<file path="config.mk">
export PLATFORM = sky130hd
export DESIGN_NAME = tracker_row_sequencer
export DESIGN_NICKNAME = d
export VERILOG_FILES = /design/src/trs_pkg.sv /design/src/trs_order_mem.sv /design/src/tracker_row_sequencer.sv
export SDC_FILE = /design/constraint.sdc
export NUM_CORES = 1
export LEC_CHECK = 0
export BUFFER_PORTS_ARGS = -buffer_cell sky130_fd_sc_hd__buf_2
export CAP_MARGIN = 20
export CORE_ASPECT_RATIO = 1.75
export CORE_UTILIZATION = 45
export CTS_CLUSTER_SIZE = 28
export DETAILED_ROUTE_END_ITERATION = 10
export GPL_ROUTABILITY_DRIVEN = 0
export SETUP_SLACK_MARGIN = 0.15
export SYNTH_ARGS = -nofsm -noshare
export SYNTH_HDL_FRONTEND = slang
export SYNTH_SLANG_ARGS = --single-unit
</file>
<file path="constraint.sdc">
create_clock -name clock -period 5.25 [get_ports clock]
set_input_delay 0.525 -clock clock [delete_from_list [all_inputs] [get_ports clock]]
set_output_delay 0.525 -clock clock [all_outputs]
set_load 0.02 [all_outputs]
</file>
<file path="src/trs_pkg.sv">
`default_nettype none

package trs_pkg;

   localparam int DEFAULT_ROWS_PER_PATTERN = 64;
   localparam int DEFAULT_ORDER_DEPTH      = 128;

   localparam int KIND_W     = 2;
   localparam int ORDER_W    = 7;
   localparam int PATTERN_W  = 7;
   localparam int ROW_W      = 6;
   localparam int TICK_W     = 5;
   localparam int DELAY_W    = 4;
   localparam int LENGTH_W   = 8;
   localparam int CSR_DATA_W = 8;
   localparam int CSR_INDEX_W = 1;

   localparam logic [KIND_W-1:0] KIND_TICK  = 2'd0;
   localparam logic [KIND_W-1:0] KIND_LOAD  = 2'd1;
   localparam logic [KIND_W-1:0] KIND_START = 2'd2;

   localparam logic [CSR_INDEX_W-1:0] CSR_SONG_LENGTH   = 1'd0;
   localparam logic [CSR_INDEX_W-1:0] CSR_INITIAL_SPEED = 1'd1;

   localparam logic [LENGTH_W-1:0] SONG_LENGTH_RESET   = 8'd1;
   localparam logic [TICK_W-1:0]   INITIAL_SPEED_RESET = 5'd6;
   localparam logic [TICK_W-1:0]   ROW_SPEED_RESET     = 5'd6;

   typedef struct packed {
      logic [KIND_W-1:0]    kind;
      logic [ORDER_W-1:0]   table_index;
      logic [PATTERN_W-1:0] table_pattern;
      logic                 jump_request;
      logic [ORDER_W-1:0]   jump_target;
      logic                 break_request;
      logic [ROW_W-1:0]     break_row;
      logic [DELAY_W-1:0]   delay_rows;
      logic [TICK_W-1:0]    speed_request;
   } req_type;

   typedef struct packed {
      logic                 note_event;
      logic                 effect_event;
      logic [ORDER_W-1:0]   order_position;
      logic [PATTERN_W-1:0] pattern_number;
      logic [ROW_W-1:0]     row_number;
      logic [TICK_W-1:0]    tick_number;
      logic                 playing;
   } rsp_type;

endpackage

`default_nettype wire

</file>
<file path="src/trs_order_mem.sv">
`default_nettype none

module trs_order_mem #(
   parameter int ORDER_DEPTH = trs_pkg::DEFAULT_ORDER_DEPTH,
   localparam int ADDR_W = $clog2(ORDER_DEPTH)
) (
   input  wire logic                           clock,
   input  wire logic                           write_enable,
   input  wire logic [ADDR_W-1:0]              write_addr,
   input  wire logic [trs_pkg::PATTERN_W-1:0]  write_data,
   input  wire logic [ADDR_W-1:0]              succ_addr,
   input  wire logic [ADDR_W-1:0]              jump_addr,
   output logic      [trs_pkg::PATTERN_W-1:0]  succ_data,
   output logic      [trs_pkg::PATTERN_W-1:0]  jump_data
);
   import trs_pkg::*;

   logic [PATTERN_W-1:0] mem [ORDER_DEPTH];
   logic [PATTERN_W-1:0] succ_data_ff;
   logic [PATTERN_W-1:0] jump_data_ff;

   // read-during-write returns the new data
   always_ff @(posedge clock) begin
      if (write_enable) begin
         mem[write_addr] <= write_data;
      end
      if (write_enable && (write_addr == succ_addr)) begin
         succ_data_ff <= write_data;
      end else begin
         succ_data_ff <= mem[succ_addr];
      end
      if (write_enable && (write_addr == jump_addr)) begin
         jump_data_ff <= write_data;
      end else begin
         jump_data_ff <= mem[jump_addr];
      end
   end

   assign succ_data = succ_data_ff;
   assign jump_data = jump_data_ff;

endmodule

`default_nettype wire

</file>
<file path="src/tracker_row_sequencer.sv">
// An accepted item sits in the input register, then its result in the output
// register. Throughput: one transaction per cycle unless stalled; the order
// table is read ahead (next order entry and jump target) through a two-port
// memory. Reset: synchronous, active high; clears handshake and playback
// state; the order table is not cleared and no clearing pass is run.
`default_nettype none

module tracker_row_sequencer #(
   parameter int ROWS_PER_PATTERN = trs_pkg::DEFAULT_ROWS_PER_PATTERN,
   parameter int ORDER_DEPTH      = trs_pkg::DEFAULT_ORDER_DEPTH
) (
   input  wire logic                             clock,
   input  wire logic                             reset,
   input  wire logic                             req_valid,
   output logic                                  req_stall,
   input  wire trs_pkg::req_type                 req_payload,
   output logic                                  rsp_valid,
   input  wire logic                             rsp_stall,
   output trs_pkg::rsp_type                      rsp_payload,
   input  wire logic                             csr_write,
   input  wire logic [trs_pkg::CSR_INDEX_W-1:0]  csr_index,
   input  wire logic [trs_pkg::CSR_DATA_W-1:0]   csr_data
);
   import trs_pkg::*;

   localparam int OIW  = $clog2(ORDER_DEPTH);
   localparam int RW   = $clog2(ROWS_PER_PATTERN);
   localparam int LW   = $clog2(ORDER_DEPTH + 1);
   localparam int CW   = (LW > LENGTH_W) ? LW : LENGTH_W;
   localparam int RCW  = ((RW + 1) > (ROW_W + 1)) ? (RW + 1) : (ROW_W + 1);

   // handshake and stage registers
   logic    req_valid_ff, req_valid_in;
   req_type req_ff;
   logic    rsp_valid_ff, rsp_valid_in;
   rsp_type rsp_ff, rsp_in;
   logic    advance, accept;
   req_type nxt_item;

   // configuration
   logic [LENGTH_W-1:0] song_length_ff;
   logic [TICK_W-1:0]   initial_speed_ff;

   // playback state
   logic [TICK_W-1:0]    tick_ff, tick_in;
   logic [TICK_W-1:0]    speed_ff, speed_in;
   logic [RW-1:0]        row_ff, row_in;
   logic [OIW-1:0]       order_ff, order_in;
   logic [PATTERN_W-1:0] pattern_ff, pattern_in;
   logic [DELAY_W-1:0]   delay_ff, delay_in;
   logic                 jp_ff, jp_in;
   logic [ORDER_W-1:0]   jd_ff, jd_in;
   logic                 bp_ff, bp_in;
   logic [ROW_W-1:0]     bd_ff, bd_in;
   logic                 running_ff, running_in;
   logic [PATTERN_W-1:0] entry0_ff;

   // tick datapath
   logic                 fetch, jp1, bp1, row_end, hold, last_order;
   logic                 jump_wrap, pattern_wrap, break_ok;
   logic [ORDER_W-1:0]   jd1;
   logic [ROW_W-1:0]     bd1;
   logic [DELAY_W-1:0]   dl1, dl2;
   logic [TICK_W-1:0]    spd1;
   logic [TICK_W:0]      tick_inc;
   logic [CW-1:0]        used_len;
   logic [RCW-1:0]       row_inc;
   logic [RW-1:0]        break_target;
   logic                 note, effect;

   // order table
   logic                 mem_we;
   logic [OIW-1:0]       succ_addr, jump_addr;
   logic [PATTERN_W-1:0] succ_data, jump_data;
   logic                 nxt_fetch;

   assign advance   = req_valid_ff && (!rsp_valid_ff || !rsp_stall);
   assign req_stall = req_valid_ff && !advance;
   assign accept    = req_valid && !req_stall;
   assign req_valid_in = accept || (req_valid_ff && !advance);
   assign rsp_valid_in = advance || (rsp_valid_ff && rsp_stall);
   assign nxt_item  = accept ? req_payload : req_ff;

   assign rsp_valid   = rsp_valid_ff;
   assign rsp_payload = rsp_ff;

   assign used_len = (CW'(song_length_ff) > CW'(ORDER_DEPTH)) ? CW'(ORDER_DEPTH)
                                                             : CW'(song_length_ff);

   always_comb begin
      fetch    = (tick_ff == '0) && (delay_ff == '0);
      jp1      = jp_ff || (fetch && req_ff.jump_request);
      jd1      = (fetch && req_ff.jump_request) ? req_ff.jump_target : jd_ff;
      bp1      = bp_ff || (fetch && req_ff.break_request);
      bd1      = (fetch && req_ff.break_request) ? req_ff.break_row : bd_ff;
      dl1      = fetch ? req_ff.delay_rows : delay_ff;
      spd1     = (fetch && (req_ff.speed_request != '0)) ? req_ff.speed_request : speed_ff;
      tick_inc = {1'b0, tick_ff} + (TICK_W + 1)'(1);
      row_end  = tick_inc >= {1'b0, spd1};
      dl2      = (dl1 != '0) ? (dl1 - DELAY_W'(1)) : '0;
      hold     = (dl1 != '0) && (dl2 != '0);
      last_order   = (CW'(order_ff) + CW'(1)) >= used_len;
      jump_wrap    = CW'(jd1) >= used_len;
      row_inc      = RCW'(row_ff) + RCW'(1);
      pattern_wrap = row_inc >= RCW'(ROWS_PER_PATTERN);
      break_ok     = RCW'(bd1) < RCW'(ROWS_PER_PATTERN);
      break_target = break_ok ? RW'(bd1) : '0;
   end

   always_comb begin
      tick_in    = tick_ff;
      speed_in   = speed_ff;
      row_in     = row_ff;
      order_in   = order_ff;
      pattern_in = pattern_ff;
      delay_in   = delay_ff;
      jp_in      = jp_ff;
      jd_in      = jd_ff;
      bp_in      = bp_ff;
      bd_in      = bd_ff;
      running_in = running_ff;
      note       = 1'b0;
      effect     = 1'b0;
      if (advance) begin
         case (req_ff.kind)
            KIND_START: begin
               running_in = 1'b1;
               tick_in    = '0;
               row_in     = '0;
               order_in   = '0;
               delay_in   = '0;
               jp_in      = 1'b0;
               bp_in      = 1'b0;
               speed_in   = (initial_speed_ff == '0) ? TICK_W'(1) : initial_speed_ff;
               pattern_in = entry0_ff;
            end
            KIND_TICK: begin
               if (running_ff) begin
                  note     = fetch;
                  effect   = (tick_ff != '0);
                  jp_in    = jp1;
                  jd_in    = jd1;
                  bp_in    = bp1;
                  bd_in    = bd1;
                  delay_in = dl1;
                  speed_in = spd1;
                  tick_in  = tick_inc[TICK_W-1:0];
                  if (row_end) begin
                     tick_in  = '0;
                     delay_in = dl2;
                     if (!hold) begin
                        if (jp1 || bp1) begin
                           jp_in = 1'b0;
                           bp_in = 1'b0;
                           if (jp1) begin
                              order_in   = jump_wrap ? '0 : OIW'(jd1);
                              pattern_in = jump_wrap ? entry0_ff : jump_data;
                              row_in     = bp1 ? break_target : '0;
                           end else if (last_order) begin
                              running_in = 1'b0;
                              row_in     = '0;
                           end else begin
                              order_in   = order_ff + OIW'(1);
                              pattern_in = succ_data;
                              row_in     = break_target;
                           end
                        end else if (pattern_wrap) begin
                           row_in = '0;
                           if (last_order) begin
                              running_in = 1'b0;
                           end else begin
                              order_in   = order_ff + OIW'(1);
                              pattern_in = succ_data;
                           end
                        end else begin
                           row_in = RW'(row_inc);
                        end
                     end
                  end
               end
            end
            default: begin
            end
         endcase
      end
   end

   // result: load and start show the position after the item
   always_comb begin
      rsp_in.note_event   = note;
      rsp_in.effect_event = effect;
      rsp_in.playing      = running_in;
      if (req_ff.kind == KIND_TICK) begin
         rsp_in.order_position = ORDER_W'(order_ff);
         rsp_in.pattern_number = pattern_ff;
         rsp_in.row_number     = ROW_W'(row_ff);
         rsp_in.tick_number    = tick_ff;
      end else begin
         rsp_in.order_position = ORDER_W'(order_in);
         rsp_in.pattern_number = pattern_in;
         rsp_in.row_number     = ROW_W'(row_in);
         rsp_in.tick_number    = tick_in;
      end
   end

   // prefetch for the item that sits in the input register next cycle
   always_comb begin
      mem_we    = advance && (req_ff.kind == KIND_LOAD)
                  && (CW'(req_ff.table_index) < CW'(ORDER_DEPTH));
      nxt_fetch = (nxt_item.kind == KIND_TICK) && nxt_item.jump_request && running_in
                  && (tick_in == '0) && (delay_in == '0);
      succ_addr = order_in + OIW'(1);
      jump_addr = nxt_fetch ? OIW'(nxt_item.jump_target) : OIW'(jd_in);
   end

   trs_order_mem #(
      .ORDER_DEPTH (ORDER_DEPTH)
   ) u_order_mem (
      .clock        (clock),
      .write_enable (mem_we),
      .write_addr   (OIW'(req_ff.table_index)),
      .write_data   (req_ff.table_pattern),
      .succ_addr    (succ_addr),
      .jump_addr    (jump_addr),
      .succ_data    (succ_data),
      .jump_data    (jump_data)
   );

   always_ff @(posedge clock) begin
      if (reset) begin
         req_valid_ff     <= 1'b0;
         rsp_valid_ff     <= 1'b0;
         song_length_ff   <= SONG_LENGTH_RESET;
         initial_speed_ff <= INITIAL_SPEED_RESET;
         tick_ff          <= '0;
         speed_ff         <= ROW_SPEED_RESET;
         row_ff           <= '0;
         order_ff         <= '0;
         pattern_ff       <= '0;
         delay_ff         <= '0;
         jp_ff            <= 1'b0;
         jd_ff            <= '0;
         bp_ff            <= 1'b0;
         bd_ff            <= '0;
         running_ff       <= 1'b0;
      end else begin
         req_valid_ff <= req_valid_in;
         rsp_valid_ff <= rsp_valid_in;
         if (csr_write) begin
            case (csr_index)
               CSR_SONG_LENGTH:   song_length_ff   <= csr_data;
               CSR_INITIAL_SPEED: initial_speed_ff <= csr_data[TICK_W-1:0];
               default: begin
               end
            endcase
         end
         tick_ff    <= tick_in;
         speed_ff   <= speed_in;
         row_ff     <= row_in;
         order_ff   <= order_in;
         pattern_ff <= pattern_in;
         delay_ff   <= delay_in;
         jp_ff      <= jp_in;
         jd_ff      <= jd_in;
         bp_ff      <= bp_in;
         bd_ff      <= bd_in;
         running_ff <= running_in;
      end
   end

   always_ff @(posedge clock) begin
      if (accept) begin
         req_ff <= req_payload;
      end
      if (advance) begin
         rsp_ff <= rsp_in;
      end
      if (mem_we && (req_ff.table_index == '0)) begin
         entry0_ff <= req_ff.table_pattern;
      end
   end

`ifndef SYNTHESIS
   a_tick_below_speed: assert property (@(posedge clock) disable iff (reset)
      tick_ff < speed_ff)
      else $error("tick counter reached row speed");

   a_row_in_pattern: assert property (@(posedge clock) disable iff (reset)
      RCW'(row_ff) < RCW'(ROWS_PER_PATTERN))
      else $error("row index past pattern end");

   a_one_event_kind: assert property (@(posedge clock) disable iff (reset)
      rsp_valid_ff |-> !(rsp_ff.note_event && rsp_ff.effect_event))
      else $error("note and effect event on the same tick");

   a_result_follows: assert property (@(posedge clock) disable iff (reset)
      advance |=> rsp_valid_ff)
      else $error("processed transaction produced no result");
`endif

endmodule

`default_nettype wire
</file>
==> Word-level counts from Yosys, hierarchy flattened <==
Memories as Yosys holds them, arrays and structs flattened. A register that Yosys moved wholly into a read port is not among the register bits.
Index checks and enable logic that the tools add are counted.
Widths: inputs -> output; s select.
{ "totals": {"inputBits": 54, "wordCells": 165, "memories": 1, "ram_bits": 896, "output_inout_bits": 30, "reg_bits": 140} }
{ "mem_list": {"columns": ["name", "depth", "width", "read_ports", "rd_ports_with_merged_regs", "wr", "line", "source"], "rows": [
  ["u_order_mem.mem", 128, 7, 2, 2, 1, "trs_order_mem.sv:18", "logic [PATTERN_W-1:0] mem [ORDER_DEPTH];"]
]} }
{ "op_classes": {"order_cmp": 5, "n_eq_ne": 3, "n_reduce_logical": 43, "add_sub_neg": 6, "muxes": 74, "bitwise_logic": 1} }
{ "op_table": {"columns": ["operator", "count"], "rows": [
  ["$mux 7", 23],
  ["$mux 6", 10],
  ["$mux 40", 1],
  ["$mux 5", 6],
  ["$pmux 7 s2", 2],
  ["$mux 25", 1],
  ["$mux 4", 5],
  ["$pmux 5 s2", 2],
  ["$mux 1", 18],
  ["$logic_and 1x1->1", 15],
  ["$logic_not 5->1", 3],
  ["$add 7x1->7 const B", 2],
  ["$pmux 6 s2", 1],
  ["$reduce_bool 5->1", 2],
  ["$add 7x1->8 const B", 1],
  ["$ge 7x8->1", 1],
  ["$ge 8x8->1", 1],
  ["$gt 8x8->1 const B", 1],
  ["$logic_not 4->1", 2],
  ["$mux 8", 1],
  ["$pmux 4 s2", 1],
  ["$reduce_bool 4->1", 2],
  ["$add 6x1->7 const B", 1],
  ["$ge 7x7->1 const B", 1],
  ["15 further kinds", 29]
]} }

==> Logic depth before layout (Yosys ltp) <==
Gate-level depths: netlist (run 1).
{ "depth": {"ltp_word": 16, "mapped_depth": 19, "ltp_nobuf": 18} }

==> Modules after synthesis <==
From an unflattened synthesis (run 1), not the netlist that was laid out.
{ "hier_totals": {"cells_unflattened": 2564, "hier_area_um2": 49058.3} }
{ "modules_own_cells": {"columns": ["mod", "seq_area_each_um2", "area_per_inst_um2", "cells_per_inst", "instances"], "rows": [
  ["trs_order_mem", 27186.1, 41934.0, 1827, 1],
  ["tracker_row_sequencer", 3453.3, 7124.3, 737, 1]
]} }

==> Worst setup path after synthesis (run 1) <==
Ideal clock, no wire load.
{ "synth_timing": {"path_kind": "register -> register", "startpoint": "register tick_ff[0]", "endpoint": "register with a tool-made name", "arrival_ps": 4232, "path_stages_with_launch": 18, "t_required_ps": 5177, "path_slack_ps": 946, "synth_period_minus_slack_ps": 4304, "setup_time_ps": 73, "path_buffers": 1, "path_cell_list": "dfxtp_1 -> inv_1 -> ha_1 -> nor4b_4 -> nand2_1 -> a21oi_1 -> mux2_2 -> ha_1 -> nand2b_1 -> a31oi_1 -> o21ai_2 -> or2_0 -> clkbuf_1 -> a21o_1 -> a32oi_1 -> nand3_2 -> nor4_4 -> mux2i_1"} }
{ "synth_rtl": {"columns": ["element", "line", "source"], "rows": [
  ["start: declaration", "tracker_row_sequencer.sv:45", "logic [TICK_W-1:0] tick_ff, tick_in;"],
  ["start signal: assignment", "tracker_row_sequencer.sv:257", "tick_ff <= tick_in;"]
]} }

==> impl_metrics.ini, run 1 <==
[clocking]
cts_buffer_depth = 3
cts_resized = 0
cts_tree = yes
cts_htree_levels = 3
cts-root-buf = clkbuf_16
cts_buffers = 97
clk_pin_slew_ps = 70
cts_sinks = 1050
worstSkewPairLatency_ps = 740

[final_layout]
drive_gt1_frac = 0.261
utilization = 0.505
fillers = 8920
final_net_count = 3157
area_growth_pct = 11.2

[grt]
antenna_found_initial = 6
grt_pass1_vias = 31600
overflow = 0
grt_usage = 0.295
grt_pass1_wl_um = 232000
grt_max_degree = 90

[logic_synthesis]
synth_top_area_share = 0.579
yosys.area.top_type = edfxtp_1
synth_edf_count = 961
synth_fp_nets = 3041
ys_types = 89
post_synth.cell_area_avg_um2 = 16.8
synth.area.top_cells = edfxtp_1 (58%), mux4_2 (19%), mux2i_1 (4.6%), dfxtp_1 (3.6%), nor2_1 (1.8%)
synthCells = 2962
yosys_warnings = 0
yosysSeqAreaShare = 0.615
async_reset_ff_frac = 0
synth_ff_type = edfxtp_1
netlist_area_um2 = 49800
ys_ff_latch = 1050

[sta]
hold_viol = 0
rsz0062_at_grt = false
min_period_ps = 4740
tightest_slew_ps = 1240
finalSetupViolCount = 0
hold_ws_ps = 40.6
tns_ps = 0
max_freq_mhz = 211
maxSlewHeadroom = 0.173
finalCritPeriodShare = 0.904
drv_slew = 0
skew_ps = 37.3
setup_ws_ps = 505

[worst_setup_path]
reg2reg_from = tick_ff[0]
arrival_ps = 5340
cp-end-kind = flop
cp-start-kind = flop
required_ps = 5850
path_max_fanout = 12
rr_worst_depth = 18
crit_type = flop to flop
ff2ff_setup_slack_ps = 510

[drt]
wl_per_cell_um = 35.4
wl_um = 164000
antenna_left = 0
via_per_inst = 6.62
drtIter0Drc = 3750
drt_pass1_iterations = 6
drc = 0
vias = 30600

[floorplan]
coreArea_um2 = 110000
num_io_pins = 84
start_util = 0.454
std_cell_rows = 161
chipHeight_um = 442
die_w_um = 254
dieArea_um2 = 112000

[min_path]
min_to = req_ff[16]
holdCritStartpoint = req_payload[16]
hold_depth = 3
hold_path.class = input pin to flop

[place]
dp_hpwl_um = 113000
pre_cts_slack_ps = 497
port_buffers = 83

[pwr]
total_power_mw = 17.2
ir_worst_vdd_uv = 266
leakage_nw = 17.4
power_density_nw_per_um2 = 310

[outcome]
status = completed

[run]
drv_cap = 0
where the power goes:
part / internal (mW) / leakage (nW) / switching [mW]
combinational: 0.218 / 6.46 / 0.501
clock: 4.05 / 1.57 / 3.21
sequential: 9.16 / 9.41 / 0.0475
total: 13.4 / 17.4 / 3.76
metrics by stage:
| stage | instances | area [um^2] |
|---|---|---|
| floorplan | 2962 | 49800 |
| global placement | 4411 | 51900 |
| detailed placement | 4412 | 51900 |
| CTS | 4619 | 55400 |
| global route | 4623 | 55400 |
| finish | 4624 | 55400 |
worst max-delay path, cell delays in order, from the launching register on:
cell	delay, ps
dfxtp_1	370
inv_1	100
ha_1	180
nor4b_4	500
nand3_1	400
nor2_1	280
a21oi_1	90
ha_1	300
nand2b_1	140
a211o_1	300
a211oi_1	330
buf_4	210
nor2_1	170
nor2_1	260
a211oi_1	160
nor4_4	240
ha_1	270
nand4_1	120
xor2_1	170
flip-flops by register name, summed over array words and instances, names as in the netlist, 5 cells and up, named ones only:
| register | count |
|---|---|
| pattern_ff | 7 |
| u_order_mem.mem | 896 |
| entry0_ff | 7 |
| row_ff | 6 |
| req_ff | 40 |
| initial_speed_ff | 5 |
| rsp_payload | 28 |
| speed_ff | 5 |
| tick_ff | 5 |
| bd_ff | 6 |
| song_length_ff | 8 |
| order_ff | 7 |
| jd_ff | 7 |
kinds of logic (layout without fill, tap and decap cells):
kind of cell               Yosys count  after routing  share of synthesized area
AOI/OAI and AO/OA                  388            388                     0.0543
muxes                              668            668                      0.242
xor gates and xnor gates            15             15                    0.00264
other                                0              1                          0
and+or+nand+nor                    584            584                     0.0539
DFF                               1050           1050                      0.615
buffers and inverters              232            426                     0.0260
adders and majority gates           25             25                    0.00628
cell usage in the layout, fill, tap and decap left out, types with 8 or more instances in the layout:
master         instances
dfxtp_1               80
a21oi_1               75
o22ai_1               11
nand3_1               59
clkbuf_16            101
nor3_1                14
edfxtp_1             961
clkinvlp_4             8
and3_1                19
bufinv_16             10
ha_1                  25
a221oi_1              52
clkinv_1              12
clkinv_2              24
mux4_2               427
a211oi_1              26
a31oi_1               18
buf_4                 91
mux2i_1              229
clkbuf_1              12
nand2_1              164
and2_1                13
nand2b_1               8
xnor2_1                9
buf_2                 83
o2111ai_1             10
o21ai_0               66
nor2b_1               25
inv_1                 25
nand4_1                9
buf_12                14
mux2_2                12
dlygate4sd3_1         30
nor2_1               239
a22oi_1               56
Yosys cell counts, drive strengths merged (56+ instances only):
library cell	count
o21ai	71
clkbuf	83
mux4	427
buf	119
edfxtp	961
a21oi	76
nand2	165
nor2	241
mux2i	229
nand3	60
a22oi	56
dfxtp	89
worst max path at each step:
stage / startpoint / end / slack (ps)
2_1_floorplan: tick_ff[0] / flop / 950
3_3_place_gp: tick_ff[0] / flop / 620
3_5_place_dp: tick_ff[0] / flop / 500
4_1_cts: tick_ff[0] / flop / 460
5_1_grt: tick_ff[0] / flop / 220
6_report: tick_ff[0] / flop / 510
final cells by class:
class / count / area, um^2 / share of cell area
Sequential cell: 1050 / 30700 / 0.554
Multi-Input combinational cell: 1680 / 17900 / 0.323
Inverter: 30 / 113 / 0.00203
Clock buffer: 120 / 2630 / 0.0475
Tap cell: 1467 / 1840 / 0.0331
Antenna cell: 1 / 2.50 / 0.0000452
Timing Repair Buffer: 219 / 1690 / 0.0304
Clock inverter: 57 / 557 / 0.0100
routing by layer:
layer | wire, um | global-route usage
met1 | 53500 | 0.323
met2 | 84400 | 0.511
met3 | 12200 | 0.0506
met4 | 13800 | 0.215
met5 | 27 | 0
repair_timing:
item / 4_1_cts / 5_1_grt
endpoints found under the setup margin: 0 / 1
endpoints found under the hold margin: 30 / 0
hold buffers: 30 / 0
setup buffers: 0 / 2
Note: power is estimated with default switching activity, not from simulation.
==> inputs of run 2 (changes only) <==
==> constraint.sdc (replaced) <==
create_clock -name clock -period 5.4 [get_ports clock]
set_input_delay 0.54 -clock clock [delete_from_list [all_inputs] [get_ports clock]]
set_output_delay 0.54 -clock clock [all_outputs]
set_load 0.02 [all_outputs]
==> impl_metrics.ini, run 2 (synthesis results as in run 1) <==
[place]
place_inst = 4421
dp_hpwl_um = 112000
port_buffers = 83
pre_cts_slack_ps = 570
place_area_um2 = 52000

[worst_setup_path]
cp_cell_sequence = inv_1 > ha_1 > nor4b_4 > nand2_1 > a21oi_1 > buf_4 > mux2_2 > ha_1 > nand2b_1 > a31oi_1 > o21ai_2 > or2_0 > o21ai_0 > a32oi_1 > nand3_2 > nor4_4 > buf_4 > mux2i_1
path_buf_inv = 3
cp-start-kind = flop
cp_slowest_stage_delay_ps = 450
crit_slowest_cell = o21ai_2
path_max_fanout = 9
arrival_ps = 5420
required_ps = 6020
cp-end-kind = flop
crit_type = flop to flop
crit_family = simple AND/OR/NAND/NOR gates

[floorplan]
num_io_pins = 84
die_w_um = 254
dieArea_um2 = 112000
std_cell_rows = 161
start_util = 0.454
chipHeight_um = 442
coreArea_um2 = 110000

[final_layout]
drive_gt1_frac = 0.258
mostFrequentLayoutCells = edfxtp_1 (961), mux4_2 (427), nor2_1 (239)
regArea_um2 = 30700
multiInputGateArea_um2 = 17900
largest-register = u_order_mem.mem
layout_commonest_cell = edfxtp_1
diodes = 0
utilization = 0.505
area_growth_pct = 11.4
largest_reg_flops = 896
fillers = 8908
final_net_count = 3164
finalInstanceArea_um2 = 55500
fin_cells = 4632

[pwr]
ir_worst_vdd_uv = 254
power_density_nw_per_um2 = 300
p_clk_frac = 0.421
combPwrFrac = 0.042
total_power_mw = 16.6
switchingPower_mw = 3.64
intPower_mw = 13.0
leakage_nw = 17.5
power_frac_seq = 0.538
swShare = 0.219

[sta]
finalCritPeriodShare = 0.890
hold_viol = 0
max_freq_mhz = 208
skew_ps = 52.6
rsz0062_at_grt = false
setup_ws_ps = 594
tns_ps = 0
finalSetupViolCount = 0
min_period_ps = 4810
maxSlewHeadroom = 0.242
hold_ws_ps = 85.7
drv_slew = 0
tightest_slew_ps = 1130

[drt]
drc = 0
wl_um = 162000
antenna_left = 0
drt_pass1_iterations = 5
wl_per_cell_um = 34.9
vias = 30400
drtIter0Drc = 3146
via_per_inst = 6.57

[clocking]
cts_buffers = 95
cts_tree = yes
cts_buffer_depth = 3
cts-root-buf = clkbuf_16
cts_sinks = 1050
cts_htree_levels = 3
cts_resized = 0
clk_pin_slew_ps = 70
worstSkewPairLatency_ps = 740

[grt]
grt_pass1_vias = 31800
antenna_found_initial = 2
grt_max_degree = 90
grt_usage = 0.291
grt_pass1_wl_um = 230000
overflow = 0

[run]
drv_cap = 0

[min_path]
hold_path.class = input pin to flop

[outcome]
status = completed
## run 2: cell count changes in the layout (fill, tap and decap cells not counted), moves of 2 or more
cell	change
clkinv_1	+9
buf_4	+6
buf_12	+2
clkbuf_1	+9
clkbuf_2	-4
clkinv_4	+2
clkinv_2	-11
clkbuf_16	-2
clkinvlp_4	-4
## run 2: power groups by stage
stage	clock network [mW]	logic (mW)	registers, mW
after detailed placement	0	0.661	9.13
final	7.00	0.691	8.95
after floorplan	0	0.339	9.18
after CTS	7.05	0.680	8.95
after global placement	0	0.647	9.13
after global routing	7.32	0.729	8.95
## run 2: final timing paths
path,start,depth (start not counted),slack [ps],end
worst max-delay path,tick_ff[0],18,590,flop
worst min-delay path,req_valid,3,90,req_valid_ff
worst max register to register,tick_ff[0],18,590,flop
worst min register to register,bd_ff[4],2,450,bd_ff[4]
## run 2: area by class of cell
cell class	instances	area share
Timing Repair Buffer	228	0.0325
Sequential cell	1050	0.553
Clock buffer	123	0.0468
Clock inverter	54	0.00986
Multi-Input combinational cell	1680	0.323
Tap cell	1467	0.0331
Inverter	30	0.00203
## run 2: routing by layer
layer  share of wire  track usage
met3           0.069       0.0510
met4           0.082        0.206
met2            0.52        0.512
met1            0.33        0.315
met5         0.00011            0
## run 2: worst register-to-register path, stage by stage (launching register included)
cell	delay, ps
dfxtp_1	370
inv_1	110
ha_1	190
nor4b_4	360
nand2_1	170
a21oi_1	160
buf_4	170
mux2_2	360
ha_1	270
nand2b_1	120
a31oi_1	110
o21ai_2	450
or2_0	420
o21ai_0	160
a32oi_1	260
nand3_2	130
nor4_4	340
buf_4	270
mux2i_1	260
## run 2: timing repair
action | in CTS | in global routing
setup buffers | 0 | 2
hold buffers | 30 | 0
setup endpoints to repair | 0 | 6
hold endpoints to repair | 30 | 0
